**config.mk**
```make
export PLATFORM = sky130hd
export DESIGN_NAME = hex_text_to_bytes_parser_top
export DESIGN_NICKNAME = d
export VERILOG_FILES = /design/src/rtl/hexp_pkg.sv /design/src/rtl/hexp_ram.sv /design/src/rtl/hexp_walk.sv /design/src/rtl/hexp_emit.sv /design/src/rtl/hex_text_to_bytes_parser_top.sv
export SDC_FILE = /design/constraint.sdc
export NUM_CORES = 1
export LEC_CHECK = 0
export BUFFER_PORTS_ARGS = -buffer_cell sky130_fd_sc_hd__buf_2
export CAP_MARGIN = 20
export CORE_UTILIZATION = 25
export CTS_CLUSTER_DIAMETER = 100
export DETAILED_ROUTE_END_ITERATION = 10
export PLACE_DENSITY = 0.39
export SYNTH_ARGS = -nofsm -noshare
export SYNTH_HDL_FRONTEND = slang
export SYNTH_SLANG_ARGS = --single-unit
```
**constraint.sdc**
```tcl
create_clock -name clk_i -period 8.8 [get_ports clk_i]
set_input_delay 1.76 -clock clk_i [delete_from_list [all_inputs] [get_ports clk_i]]
set_output_delay 1.76 -clock clk_i [all_outputs]
set_load 0.03 [all_outputs]
```
**src/rtl/hexp_pkg.sv**
```systemverilog
// Shared types, character codes and decode helpers of the hex text parser.
package hexp_pkg;

  // Default token store depth
  localparam int unsigned TOKEN_MAX_DEF = 64;

  // Width of one text character
  localparam int unsigned CHAR_W = 8;

  // Character codes
  localparam logic [7:0] CH_QUOTE  = 8'h22;
  localparam logic [7:0] CH_APOS   = 8'h27;
  localparam logic [7:0] CH_LBRACE = 8'h7B;
  localparam logic [7:0] CH_RBRACE = 8'h7D;
  localparam logic [7:0] CH_SEMI   = 8'h3B;
  localparam logic [7:0] CH_DASH   = 8'h2D;
  localparam logic [7:0] CH_X      = 8'h78;
  localparam logic [7:0] CH_BSLASH = 8'h5C;
  localparam logic [7:0] CH_ZERO   = 8'h30;
  localparam logic [7:0] CH_NINE   = 8'h39;
  localparam logic [7:0] CH_LO_A   = 8'h61;
  localparam logic [7:0] CH_LO_F   = 8'h66;
  localparam logic [7:0] CH_UP_A   = 8'h41;
  localparam logic [7:0] CH_UP_Z   = 8'h5A;
  localparam logic [7:0] CH_CR     = 8'h0D;
  localparam logic [7:0] CH_LF     = 8'h0A;
  localparam logic [7:0] CH_BS     = 8'h08;
  localparam logic [7:0] CH_TAB    = 8'h09;
  localparam logic [7:0] CH_SPACE  = 8'h20;
  localparam logic [7:0] CH_COMMA  = 8'h2C;

  // Upper to lower case offset
  localparam logic [7:0] CASE_OFFSET = 8'd32;

  // Digit mapping: (c mod 32 + 9) mod 25
  localparam logic [5:0] DV_BIAS = 6'd9;
  localparam logic [5:0] DV_MOD  = 6'd25;

  // Input request and result payloads
  typedef struct packed {
    logic [7:0] ch;
    logic       is_end;
  } hexp_in_t;

  typedef struct packed {
    logic [7:0] byte_value;
    logic       is_status;
    logic       parse_failed;
    logic       last;
  } hexp_out_t;

  // Operations toward the result emitter
  typedef enum logic [1:0] {
    OP_BYTE,
    OP_CLOSE,
    OP_STATUS
  } emit_op_e;

  typedef struct packed {
    emit_op_e   op;
    logic [7:0] value;
    logic       failed;
  } emit_req_t;

  // Flush walker control and status
  typedef struct packed {
    logic start;
    logic quoted;
  } walk_ctl_t;

  typedef struct packed {
    logic done;
    logic failed;
  } walk_sts_t;

  // Map one character to its digit value
  function automatic logic [4:0] digit_val(input logic [7:0] c);
    logic [5:0] s;
    s = {1'b0, c[4:0]} + DV_BIAS;
    if (s >= DV_MOD) begin
      s = s - DV_MOD;
    end
    return s[4:0];
  endfunction

  // Lowercase hex digit test
  function automatic logic is_hex(input logic [7:0] c);
    return ((c >= CH_ZERO) && (c <= CH_NINE)) || ((c >= CH_LO_A) && (c <= CH_LO_F));
  endfunction

endpackage

```
**src/rtl/hexp_ram.sv**
```systemverilog
// Generic single-port-write, single-port-read RAM with registered read data.
module hexp_ram #(
  parameter int unsigned WIDTH = 8,
  parameter int unsigned DEPTH = 64
) (
  input  logic                     clk_i,
  input  logic                     we_i,
  input  logic [$clog2(DEPTH)-1:0] waddr_i,
  input  logic [WIDTH-1:0]         wdata_i,
  input  logic                     re_i,
  input  logic [$clog2(DEPTH)-1:0] raddr_i,
  output logic [WIDTH-1:0]         rdata_o
);

  logic [WIDTH-1:0] mem_q [DEPTH];
  logic [WIDTH-1:0] rdata_q;

  // Write, and register the read data
  always_ff @(posedge clk_i) begin
    if (we_i) begin
      mem_q[waddr_i] <= wdata_i;
    end
    if (re_i) begin
      rdata_q <= mem_q[raddr_i];
    end
  end

  assign rdata_o = rdata_q;

endmodule

```
**src/rtl/hexp_walk.sv**
```systemverilog
// Flush walker: reads the token store and decodes plain or quoted tokens into bytes.
module hexp_walk
  import hexp_pkg::*;
#(
  parameter int unsigned TOKEN_MAX = TOKEN_MAX_DEF
) (
  input  logic                             clk_i,
  input  logic                             rst_ni,
  input  walk_ctl_t                        ctl_i,
  input  logic [$clog2(TOKEN_MAX+1)-1:0]   base_i,
  input  logic [$clog2(TOKEN_MAX+1)-1:0]   len_i,
  output walk_sts_t                        sts_o,
  output logic                             rd_en_o,
  output logic [$clog2(TOKEN_MAX)-1:0]     rd_addr_o,
  input  logic [CHAR_W-1:0]                rd_data_i,
  output logic                             push_valid_o,
  output logic [7:0]                       push_byte_o,
  input  logic                             push_ready_i
);

  localparam int unsigned CNT_W = $clog2(TOKEN_MAX + 1);
  localparam int unsigned AW    = $clog2(TOKEN_MAX);

  localparam logic [3:0] W_IDLE    = 4'd0;
  localparam logic [3:0] W_FETCH   = 4'd1;
  localparam logic [3:0] W_USE     = 4'd2;
  localparam logic [3:0] W_QCHK    = 4'd3;
  localparam logic [3:0] W_QBS     = 4'd4;
  localparam logic [3:0] W_QX      = 4'd5;
  localparam logic [3:0] W_QDFETCH = 4'd6;
  localparam logic [3:0] W_QDUSE   = 4'd7;
  localparam logic [3:0] W_FIN     = 4'd8;

  logic [3:0]       state_q, state_d;
  logic [CNT_W-1:0] idx_q, idx_d;
  logic [CNT_W-1:0] len_q, len_d;
  logic [4:0]       hi_q, hi_d;
  logic             hi_have_q, hi_have_d;
  logic             fail_q, fail_d;

  logic [CNT_W-1:0] idx_p1;
  logic [CNT_W-1:0] idx_p2;
  logic [CNT_W:0]   idx_ext_p2;
  logic             grp_short;
  logic             at_end;
  logic [4:0]       dv_c;
  logic [7:0]       pair_byte;
  logic [7:0]       single_byte;

  assign idx_p1      = idx_q + CNT_W'(1);
  assign idx_p2      = idx_q + CNT_W'(2);
  assign idx_ext_p2  = {1'b0, idx_q} + (CNT_W + 1)'(2);
  assign grp_short   = (idx_ext_p2 >= {1'b0, len_q});
  assign at_end      = (idx_q == len_q);
  assign dv_c        = digit_val(rd_data_i);
  assign pair_byte   = {hi_q[3:0], 4'b0000} + {3'b000, dv_c};
  assign single_byte = {3'b000, hi_q};

  // Sequence reads and decode one character per visit
  always_comb begin
    state_d      = state_q;
    idx_d        = idx_q;
    len_d        = len_q;
    hi_d         = hi_q;
    hi_have_d    = hi_have_q;
    fail_d       = fail_q;
    rd_en_o      = 1'b0;
    rd_addr_o    = idx_q[AW-1:0];
    push_valid_o = 1'b0;
    push_byte_o  = pair_byte;
    sts_o        = '0;

    unique case (state_q)
      W_IDLE: begin
        if (ctl_i.start) begin
          idx_d  = base_i;
          len_d  = len_i;
          hi_d   = '0;
          fail_d = 1'b0;
          if (ctl_i.quoted) begin
            hi_have_d = 1'b0;
            state_d   = W_QCHK;
          end else begin
            // odd run length: first digit pairs with an implied zero
            hi_have_d = len_i[0] ^ base_i[0];
            state_d   = W_FETCH;
          end
        end
      end

      W_FETCH: begin
        if (at_end) begin
          state_d = W_FIN;
        end else begin
          rd_en_o = 1'b1;
          state_d = W_USE;
        end
      end

      W_USE: begin
        if (hi_have_q) begin
          push_valid_o = 1'b1;
          if (push_ready_i) begin
            idx_d     = idx_p1;
            hi_have_d = 1'b0;
            state_d   = W_FETCH;
          end
        end else begin
          hi_d      = dv_c;
          hi_have_d = 1'b1;
          idx_d     = idx_p1;
          state_d   = W_FETCH;
        end
      end

      // Group start: stop quietly when fewer than three characters remain
      W_QCHK: begin
        if (grp_short) begin
          state_d = W_FIN;
        end else begin
          rd_en_o = 1'b1;
          state_d = W_QBS;
        end
      end

      W_QBS: begin
        if (rd_data_i == CH_BSLASH) begin
          rd_en_o   = 1'b1;
          rd_addr_o = idx_p1[AW-1:0];
          state_d   = W_QX;
        end else begin
          fail_d  = 1'b1;
          state_d = W_FIN;
        end
      end

      W_QX: begin
        if (rd_data_i == CH_X) begin
          idx_d   = idx_p2;
          state_d = W_QDFETCH;
        end else begin
          fail_d  = 1'b1;
          state_d = W_FIN;
        end
      end

      W_QDFETCH: begin
        if (at_end) begin
          if (hi_have_q) begin
            push_valid_o = 1'b1;
            push_byte_o  = single_byte;
            if (push_ready_i) begin
              hi_have_d = 1'b0;
              state_d   = W_FIN;
            end
          end else begin
            state_d = W_FIN;
          end
        end else begin
          rd_en_o = 1'b1;
          state_d = W_QDUSE;
        end
      end

      W_QDUSE: begin
        if (is_hex(rd_data_i)) begin
          if (!hi_have_q) begin
            hi_d      = dv_c;
            hi_have_d = 1'b1;
            idx_d     = idx_p1;
            state_d   = W_QDFETCH;
          end else begin
            push_valid_o = 1'b1;
            if (push_ready_i) begin
              hi_have_d = 1'b0;
              idx_d     = idx_p1;
              state_d   = W_QCHK;
            end
          end
        end else if (rd_data_i == CH_BSLASH) begin
          // backslash ends the group early; it starts the next one
          if (hi_have_q) begin
            push_valid_o = 1'b1;
            push_byte_o  = single_byte;
            if (push_ready_i) begin
              hi_have_d = 1'b0;
              state_d   = W_QCHK;
            end
          end else begin
            state_d = W_QCHK;
          end
        end else begin
          fail_d  = 1'b1;
          state_d = W_FIN;
        end
      end

      W_FIN: begin
        sts_o.done   = 1'b1;
        sts_o.failed = fail_q;
        state_d      = W_IDLE;
      end

      default: begin
        state_d = W_IDLE;
      end
    endcase
  end

  // Control registers
  always_ff @(posedge clk_i or negedge rst_ni) begin
    if (!rst_ni) begin
      state_q   <= W_IDLE;
      hi_have_q <= 1'b0;
      fail_q    <= 1'b0;
    end else begin
      state_q   <= state_d;
      hi_have_q <= hi_have_d;
      fail_q    <= fail_d;
    end
  end

  // Walk position and digit holding
  always_ff @(posedge clk_i) begin
    idx_q <= idx_d;
    len_q <= len_d;
    hi_q  <= hi_d;
  end

endmodule

```
**src/rtl/hexp_emit.sv**
```systemverilog
// Result emitter: holds one byte back to mark the last one, and drives the output register.
module hexp_emit
  import hexp_pkg::*;
(
  input  logic      clk_i,
  input  logic      rst_ni,
  input  logic      req_valid_i,
  input  emit_req_t req_i,
  output logic      req_ready_o,
  output logic      out_valid_o,
  input  logic      out_ready_i,
  output hexp_out_t out_data_o
);

  logic       pend_valid_q, pend_valid_d;
  logic [7:0] pend_byte_q, pend_byte_d;
  logic       out_valid_q, out_valid_d;
  hexp_out_t  out_data_q, out_data_d;
  logic       slot_free;
  logic       out_load;

  assign slot_free = !out_valid_q || out_ready_i;

  // Move the held byte out when another result follows it
  always_comb begin
    req_ready_o  = 1'b0;
    out_load     = 1'b0;
    out_data_d   = out_data_q;
    pend_valid_d = pend_valid_q;
    pend_byte_d  = pend_byte_q;

    if (req_valid_i && slot_free) begin
      unique case (req_i.op)
        OP_BYTE: begin
          req_ready_o = 1'b1;
          if (pend_valid_q) begin
            out_load   = 1'b1;
            out_data_d = '{byte_value: pend_byte_q, is_status: 1'b0,
                           parse_failed: 1'b0, last: 1'b0};
          end
          pend_byte_d  = req_i.value;
          pend_valid_d = 1'b1;
        end
        OP_CLOSE: begin
          req_ready_o = 1'b1;
          if (pend_valid_q) begin
            out_load     = 1'b1;
            out_data_d   = '{byte_value: pend_byte_q, is_status: 1'b0,
                             parse_failed: 1'b0, last: 1'b1};
            pend_valid_d = 1'b0;
          end
        end
        OP_STATUS: begin
          if (pend_valid_q) begin
            // drain the held byte first, status follows next
            out_load     = 1'b1;
            out_data_d   = '{byte_value: pend_byte_q, is_status: 1'b0,
                             parse_failed: 1'b0, last: 1'b0};
            pend_valid_d = 1'b0;
          end else begin
            req_ready_o = 1'b1;
            out_load    = 1'b1;
            out_data_d  = '{byte_value: 8'h00, is_status: 1'b1,
                            parse_failed: req_i.failed, last: 1'b1};
          end
        end
        default: begin
          req_ready_o = 1'b1;
        end
      endcase
    end

    if (out_load) begin
      out_valid_d = 1'b1;
    end else if (out_ready_i) begin
      out_valid_d = 1'b0;
    end else begin
      out_valid_d = out_valid_q;
    end
  end

  // Control registers
  always_ff @(posedge clk_i or negedge rst_ni) begin
    if (!rst_ni) begin
      pend_valid_q <= 1'b0;
      out_valid_q  <= 1'b0;
    end else begin
      pend_valid_q <= pend_valid_d;
      out_valid_q  <= out_valid_d;
    end
  end

  // Payload registers
  always_ff @(posedge clk_i) begin
    pend_byte_q <= pend_byte_d;
    out_data_q  <= out_data_d;
  end

  assign out_valid_o = out_valid_q;
  assign out_data_o  = out_data_q;

endmodule

```
**src/rtl/hex_text_to_bytes_parser_top.sv**
```systemverilog
// Top level of the hex text parser: character handling, token store, walker and emitter.
// A new request is taken every cycle while no flush, close or status is in progress.
// A flush holds the input while the walker fetches, then uses, each walked character (the
// token RAM read is registered), then finishes the walk and closes; output stalls lengthen it.
// End of text sends one status result; after a flush, the held byte is drained first.
// Reset clears quote, brace, error and fill state; the token RAM keeps its contents.
module hex_text_to_bytes_parser_top
  import hexp_pkg::*;
#(
  parameter int unsigned TOKEN_MAX = TOKEN_MAX_DEF
) (
  input  logic      clk_i,
  input  logic      rst_ni,
  input  logic      in_valid_i,
  output logic      in_ready_o,
  input  hexp_in_t  in_data_i,
  output logic      out_valid_o,
  input  logic      out_ready_i,
  output hexp_out_t out_data_o
);

  localparam int unsigned CNT_W = $clog2(TOKEN_MAX + 1);
  localparam int unsigned AW    = $clog2(TOKEN_MAX);

  localparam logic [CNT_W-1:0] CNT_FULL = CNT_W'(TOKEN_MAX);
  localparam logic [CNT_W-1:0] ZX_BASE  = CNT_W'(2);

  localparam logic [1:0] S_IDLE   = 2'd0;
  localparam logic [1:0] S_WALK   = 2'd1;
  localparam logic [1:0] S_CLOSE  = 2'd2;
  localparam logic [1:0] S_STATUS = 2'd3;

  // Summary of the stored token, kept up to date on every append
  typedef struct packed {
    logic c0_zero;
    logic c0_dash;
    logic c1_x;
    logic x_any;
    logic x_from2;
    logic dash_from1;
    logic dash_from2;
  } tok_flags_t;

  logic [1:0]       state_q, state_d;
  logic             in_quote_q, in_quote_d;
  logic             in_braces_q, in_braces_d;
  logic             error_q, error_d;
  logic             end_q, end_d;
  logic [CNT_W-1:0] count_q, count_d;
  tok_flags_t       flags_q, flags_d, flags_next;

  logic             accept;
  logic [7:0]       c;
  logic             is_quote, is_brace, is_delim, is_dash, is_x, is_bs;
  logic             can_append, is_skip, has_tok, zx, perr;

  walk_ctl_t        walk_ctl;
  walk_sts_t        walk_sts;
  logic [CNT_W-1:0] walk_base;
  logic             rd_en;
  logic [AW-1:0]    rd_addr;
  logic [CHAR_W-1:0] rd_data;
  logic             push_valid;
  logic [7:0]       push_byte;
  logic             push_ready;
  logic             we;

  logic             req_valid;
  emit_req_t        req;
  logic             req_ready;

  assign in_ready_o = (state_q == S_IDLE);
  assign accept     = in_valid_i && in_ready_o;

  // Classify the lowercased character
  always_comb begin
    if ((in_data_i.ch >= CH_UP_A) && (in_data_i.ch <= CH_UP_Z)) begin
      c = in_data_i.ch + CASE_OFFSET;
    end else begin
      c = in_data_i.ch;
    end
    is_quote   = (c == CH_QUOTE) || (c == CH_APOS);
    is_brace   = (c == CH_LBRACE) || (c == CH_RBRACE);
    is_delim   = (c == CH_CR) || (c == CH_LF) || (c == CH_BS) || (c == CH_TAB) ||
                 (c == CH_SPACE) || (c == CH_COMMA);
    is_dash    = (c == CH_DASH);
    is_x       = (c == CH_X);
    is_bs      = (c == CH_BSLASH);
    can_append = is_hex(c) || is_dash || is_x || (in_quote_q && is_bs);
    is_skip    = (c == CH_SEMI) && !in_braces_q && !in_quote_q;
  end

  // Plain flush check from the token summary
  always_comb begin
    has_tok = (count_q != '0);
    zx      = (count_q > CNT_W'(2)) && flags_q.c0_zero && flags_q.c1_x;
    if (zx) begin
      perr = flags_q.x_from2 || flags_q.dash_from2;
    end else begin
      perr = flags_q.x_any ||
             (flags_q.c0_dash && ((count_q == CNT_W'(1)) || flags_q.dash_from1));
    end
  end

  // Summary after appending the current character
  always_comb begin
    if (count_q == '0) begin
      flags_next = '{c0_zero: (c == CH_ZERO), c0_dash: is_dash, c1_x: 1'b0,
                     x_any: is_x, x_from2: 1'b0, dash_from1: 1'b0, dash_from2: 1'b0};
    end else begin
      flags_next            = flags_q;
      flags_next.c1_x       = (count_q == CNT_W'(1)) ? is_x : flags_q.c1_x;
      flags_next.x_any      = flags_q.x_any || is_x;
      flags_next.x_from2    = flags_q.x_from2 || (is_x && (count_q >= CNT_W'(2)));
      flags_next.dash_from1 = flags_q.dash_from1 || is_dash;
      flags_next.dash_from2 = flags_q.dash_from2 || (is_dash && (count_q >= CNT_W'(2)));
    end
  end

  // Main control
  always_comb begin
    state_d     = state_q;
    in_quote_d  = in_quote_q;
    in_braces_d = in_braces_q;
    error_d     = error_q;
    end_d       = end_q;
    count_d     = count_q;
    flags_d     = flags_q;
    walk_ctl    = '0;
    walk_base   = zx ? ZX_BASE : '0;
    we          = 1'b0;
    req_valid   = 1'b0;
    req         = '{op: OP_BYTE, value: push_byte, failed: error_q};
    push_ready  = 1'b0;

    unique case (state_q)
      S_IDLE: begin
        if (accept) begin
          if (in_data_i.is_end) begin
            // end of text: final flush, then status
            end_d   = 1'b1;
            count_d = '0;
            state_d = S_STATUS;
            if (!error_q) begin
              if (in_quote_q) begin
                error_d = 1'b1;
              end else if (has_tok) begin
                if (perr) begin
                  error_d = 1'b1;
                end else begin
                  walk_ctl.start = 1'b1;
                  state_d        = S_WALK;
                end
              end
            end
          end else if (!error_q) begin
            end_d = 1'b0;
            priority if (is_quote) begin
              in_quote_d = !in_quote_q;
              count_d    = '0;
              if (has_tok) begin
                if (in_quote_q) begin
                  walk_ctl.start  = 1'b1;
                  walk_ctl.quoted = 1'b1;
                  walk_base       = '0;
                  state_d         = S_WALK;
                end else if (perr) begin
                  error_d = 1'b1;
                end else begin
                  walk_ctl.start = 1'b1;
                  state_d        = S_WALK;
                end
              end
            end else if (is_brace) begin
              in_braces_d = (c == CH_LBRACE);
            end else if (is_delim && !in_quote_q) begin
              count_d = '0;
              if (has_tok) begin
                if (perr) begin
                  error_d = 1'b1;
                end else begin
                  walk_ctl.start = 1'b1;
                  state_d        = S_WALK;
                end
              end
            end else if (can_append) begin
              if (count_q >= CNT_FULL) begin
                // overflow: flag and drop the token
                error_d = 1'b1;
                count_d = '0;
              end else begin
                we      = 1'b1;
                count_d = count_q + CNT_W'(1);
                flags_d = flags_next;
              end
            end else if (is_skip) begin
              // drop the separator
              count_d = count_q;
            end else begin
              error_d = 1'b1;
              count_d = '0;
            end
          end
        end
      end

      S_WALK: begin
        req_valid  = push_valid;
        push_ready = req_ready;
        if (walk_sts.done) begin
          if (walk_sts.failed) begin
            error_d = 1'b1;
          end
          state_d = end_q ? S_STATUS : S_CLOSE;
        end
      end

      S_CLOSE: begin
        req_valid = 1'b1;
        req.op    = OP_CLOSE;
        if (req_ready) begin
          state_d = S_IDLE;
        end
      end

      S_STATUS: begin
        req_valid = 1'b1;
        req.op    = OP_STATUS;
        if (req_ready) begin
          // return to the reset state
          in_quote_d  = 1'b0;
          in_braces_d = 1'b0;
          error_d     = 1'b0;
          end_d       = 1'b0;
          count_d     = '0;
          state_d     = S_IDLE;
        end
      end
    endcase
  end

  // Control registers
  always_ff @(posedge clk_i or negedge rst_ni) begin
    if (!rst_ni) begin
      state_q     <= S_IDLE;
      in_quote_q  <= 1'b0;
      in_braces_q <= 1'b0;
      error_q     <= 1'b0;
      end_q       <= 1'b0;
      count_q     <= '0;
      flags_q     <= '0;
    end else begin
      state_q     <= state_d;
      in_quote_q  <= in_quote_d;
      in_braces_q <= in_braces_d;
      error_q     <= error_d;
      end_q       <= end_d;
      count_q     <= count_d;
      flags_q     <= flags_d;
    end
  end

  // Token store
  hexp_ram #(
    .WIDTH (CHAR_W),
    .DEPTH (TOKEN_MAX)
  ) u_tok_ram (
    .clk_i   (clk_i),
    .we_i    (we),
    .waddr_i (count_q[AW-1:0]),
    .wdata_i (c),
    .re_i    (rd_en),
    .raddr_i (rd_addr),
    .rdata_o (rd_data)
  );

  // Flush walker
  hexp_walk #(
    .TOKEN_MAX (TOKEN_MAX)
  ) u_walk (
    .clk_i        (clk_i),
    .rst_ni       (rst_ni),
    .ctl_i        (walk_ctl),
    .base_i       (walk_base),
    .len_i        (count_q),
    .sts_o        (walk_sts),
    .rd_en_o      (rd_en),
    .rd_addr_o    (rd_addr),
    .rd_data_i    (rd_data),
    .push_valid_o (push_valid),
    .push_byte_o  (push_byte),
    .push_ready_i (push_ready)
  );

  // Result emitter and output register
  hexp_emit u_emit (
    .clk_i       (clk_i),
    .rst_ni      (rst_ni),
    .req_valid_i (req_valid),
    .req_i       (req),
    .req_ready_o (req_ready),
    .out_valid_o (out_valid_o),
    .out_ready_i (out_ready_i),
    .out_data_o  (out_data_o)
  );

endmodule

```
==> results.yml <==
synthesis:
  async_reset_ff_share_pct: 4.78
  yosys_warnings: 0
  netlist_instances: 1725
  synth.distinct_cells: 75
  ys.flop_type: "edfxtp_1"
  synth_top_cell_by_area: "edfxtp_1"
  synth.net_count: 1763
  synth_edf_count: 558
  yosysMostFrequentCell: "edfxtp_1"
  syn_area_sq_um: 25200
  ys_seq_area_share_pct: 69.3
  synth_area_leaders: "edfxtp_1 (67%), mux4_2 (5.8%), dfrtp_1 (2.8%), nand2_1 (2.7%), nor2_1 (2.2%)"
  synth_commonest_cells: "edfxtp_1 (558), nand2_1 (184), nor2_1 (148), clkbuf_1 (66), mux4_2 (65)"
  ys_ff_latch: 586
  avgSynthCellArea_sq_um: 14.6
  synth_top_area_share_pct: 66.5
setup_path:
  crit_slowest_cell: "nor2_1"
  reg2reg_depth: 8
  path_buf_inv: 2
  cpLargestDelayFamily: "simple AND/OR/NAND/NOR gates"
  r2r_slack_ns: 3.68
  r2r_end: "u_tok_ram.rdata_o[5]"
  slowest_delay_ns: 0.78
  critPathMostFrequentCell: "nand3_1"
  startpoint_type: "input port"
  endpoint: "u_tok_ram.mem_q[39][5]"
  worstReg2RegStart: "u_walk.state_q[0]"
  cp.arrival_ns: 6.05
  end_kind: "flip-flop"
  worstPathMaxFanout: 66
  critical_path_class: "input port to flip-flop"
  crit_chain: "buf_2 -> and2_1 -> o211ai_1 -> a41o_2 -> buf_4 -> a21oi_1 -> nand3_1 -> nor3b_1 -> nand3_1 -> nor2_1"
  cp.required_ns: 9.04
  startpoint: "in_data_i[2]"
  cp.depth: 10
timing:
  hold_viol: 0
  slew_violations: 0
  setup_tns_ns: 0
  fin_crit_sh_pct: 66.0
  worst_slew_pin_slew_ns: 1.02
  setup_viol: 0
  rsz0062_at_grt: "false"
  clock.fmax_mhz: 172
  hold_ws_ns: 0.503
  max_slew_margin_pct: 31.5
  fin_crit_ns: 5.81
  skew_ns: 0.0321
hold_path:
  hold_class: "flip-flop to flip-flop"
  hold_start: "end_q"
placement:
  place_congestion: 0.834
  io_buffers: 25
  place_hpwl_um: 50200
  dp.cells: 2989
cells_and_area:
  final_util_pct: 29.2
  finalNonFillerCells: 3115
  syn2layout_area_growth_pct: 15.8
  drive_gt1_share_pct: 13.8
  antenna_cells: 0
  fin_nets: 1802
  num-fill-cells: 9908
clock_tree:
  cts-root-buf: "clkbuf_16"
  clk_pin_slew_ns: 0.05
  post_cts_resized: 0
  cts_setup_buffers: 0
  cts_max_level: 3
  cts_hold_buf: 0
  clockBufferDepth: 3
  clkSinkCount: 586
  cts_tree: "yes"
  worstSkewPairLatency_ns: 0.63
  cts_buffers: 71
global_route:
  grtUsageMet3_pct: 2.38
  antenna_found_initial: 3
  grt_start_max_net_pins: 123
  grt-busiest-layer: "met2"
  track_usage_pct: 14.8
  grt_remaining_overflow: 0
  grt_use_met1_pct: 19.8
  grt_pass1_wl_um: 110000
  first_global_vias: 15600
  met2_usage_pct: 24.5
power:
  combPwrFrac_pct: 30.1
  p_per_area_nw_per_um2: 310
  total_power_mw: 9.05
  clkPwrFrac_pct: 32.2
  ir_worst_vdd_v: 0.000228
  p_int_mw: 5.92
  p_sw_mw: 3.13
  power_frac_seq_pct: 37.7
  swShare_pct: 34.6
  p_leak_nw: 9.43
floorplanning:
  rows: 116
  dieHeight_um: 319
  dieWidth_um: 319
  dieArea_sq_um: 102000
  core-area_sq_um: 100000
  io_pins: 26
  initial_core_util_pct: 25.2
route:
  via_per_inst: 4.91
  firstDrtPassIters: 6
  drtIter0Drc: 1371
  ant_nets: 0
  wirelength_um: 75900
  wl_per_cell_um: 24.4
  post-route-drc-count: 0
  vias: 15300
flow_run:
  drv_cap: 0
status:
  status: "complete, no violations"
-- how the worst min path moves through the flow --
stage | end | slack [ns] | cells after the start
6_report | end_q | 0.50 | 1
5_1_grt | end_q | 0.54 | 1
4_1_cts | end_q | 0.51 | 1
3_5_place_dp | end_q | 0.50 | 1
3_3_place_gp | end_q | 0.49 | 1
2_1_floorplan | u_walk.len_q[2] | 0.42 | 0
-- kinds of logic after synthesis --
kind of cell	share of synthesized area, %
compound gates	8.21
xor+xnor	0.969
fa+ha+maj	1.24
buf+inv	1.90
flops	69.3
mux	8.20
simple gates	10.1
-- stage by stage --
stage	setup slack, ns	cell area, sq um
6_report	2.99	29200
5_1_grt	2.67	29200
4_1_cts	2.88	29200
3_5_place_dp	2.21	26800
3_3_place_gp	2.32	26800
2_1_floorplan	3.66	25200
-- registers in the layout (all words and copies together), names as in the netlist, 7 cells and up --
name / flops
u_walk.idx_q: 7
u_emit.out_data_o: 11
u_tok_ram.mem_q: 512
count_q: 7
flags_q: 7
u_emit.pend_byte_q: 8
u_walk.len_q: 7
u_tok_ram.rdata_o: 8
-- cell type report --
class                   instances  area [sq um]  area share (%)
clock inverters                34           392            1.34
multi-input cells            1020          7290            25.0
repair buffers                 56           370            1.27
inverters                      29           110           0.377
clock buffers                  92          1930            6.61
well taps                    1298          1620            5.57
flip-flops and latches        586         17500            59.8
-- layout by cell type (no fill, tap or decap), types with 6 or more instances in the layout --
cell type    n
nor3_1      29
and4_1       6
o2111ai_1    6
a211oi_1     7
a221oi_1    11
and2_1       7
inv_1       25
clkinv_2    11
mux2_2       9
clkinv_1    11
o22ai_1     11
a21oi_1     48
ha_1        25
o221ai_1    27
xor2_1       9
nor2b_1     25
clkbuf_1    17
a2111oi_0    9
nand2b_1    21
nand3_1     49
o21ai_0     53
clkbuf_16   74
a22oi_1     24
mux4_2      65
a32oi_1     14
buf_2       25
edfxtp_1   558
buf_4       30
o211ai_1     7
xnor2_1     14
a31oi_1     41
bufinv_16    6
mux2i_1     48
and3_1      15
nand2_1    184
nor2_1     148
nand4_1     22
dfrtp_1     28
-- per-layer routing --
metal  routed length, um  vias to the layer above
met5                  13                        -
met4                1990                        2
met3                3740                      116
met2               36400                      448
met1               33800                     7860
li1                    -                     6854
-- power groups by stage --
stage / Clock, mW / Combinational, mW / Sequential, mW
global route: 3.09 / 2.98 / 3.43
detailed placement: 0 / 2.75 / 3.47
global placement: 0 / 2.75 / 3.47
floorplan: 0 / 1.84 / 3.37
CTS: 2.99 / 2.76 / 3.41
finish: 2.92 / 2.73 / 3.41
Power figures use the tool's default switching activity.
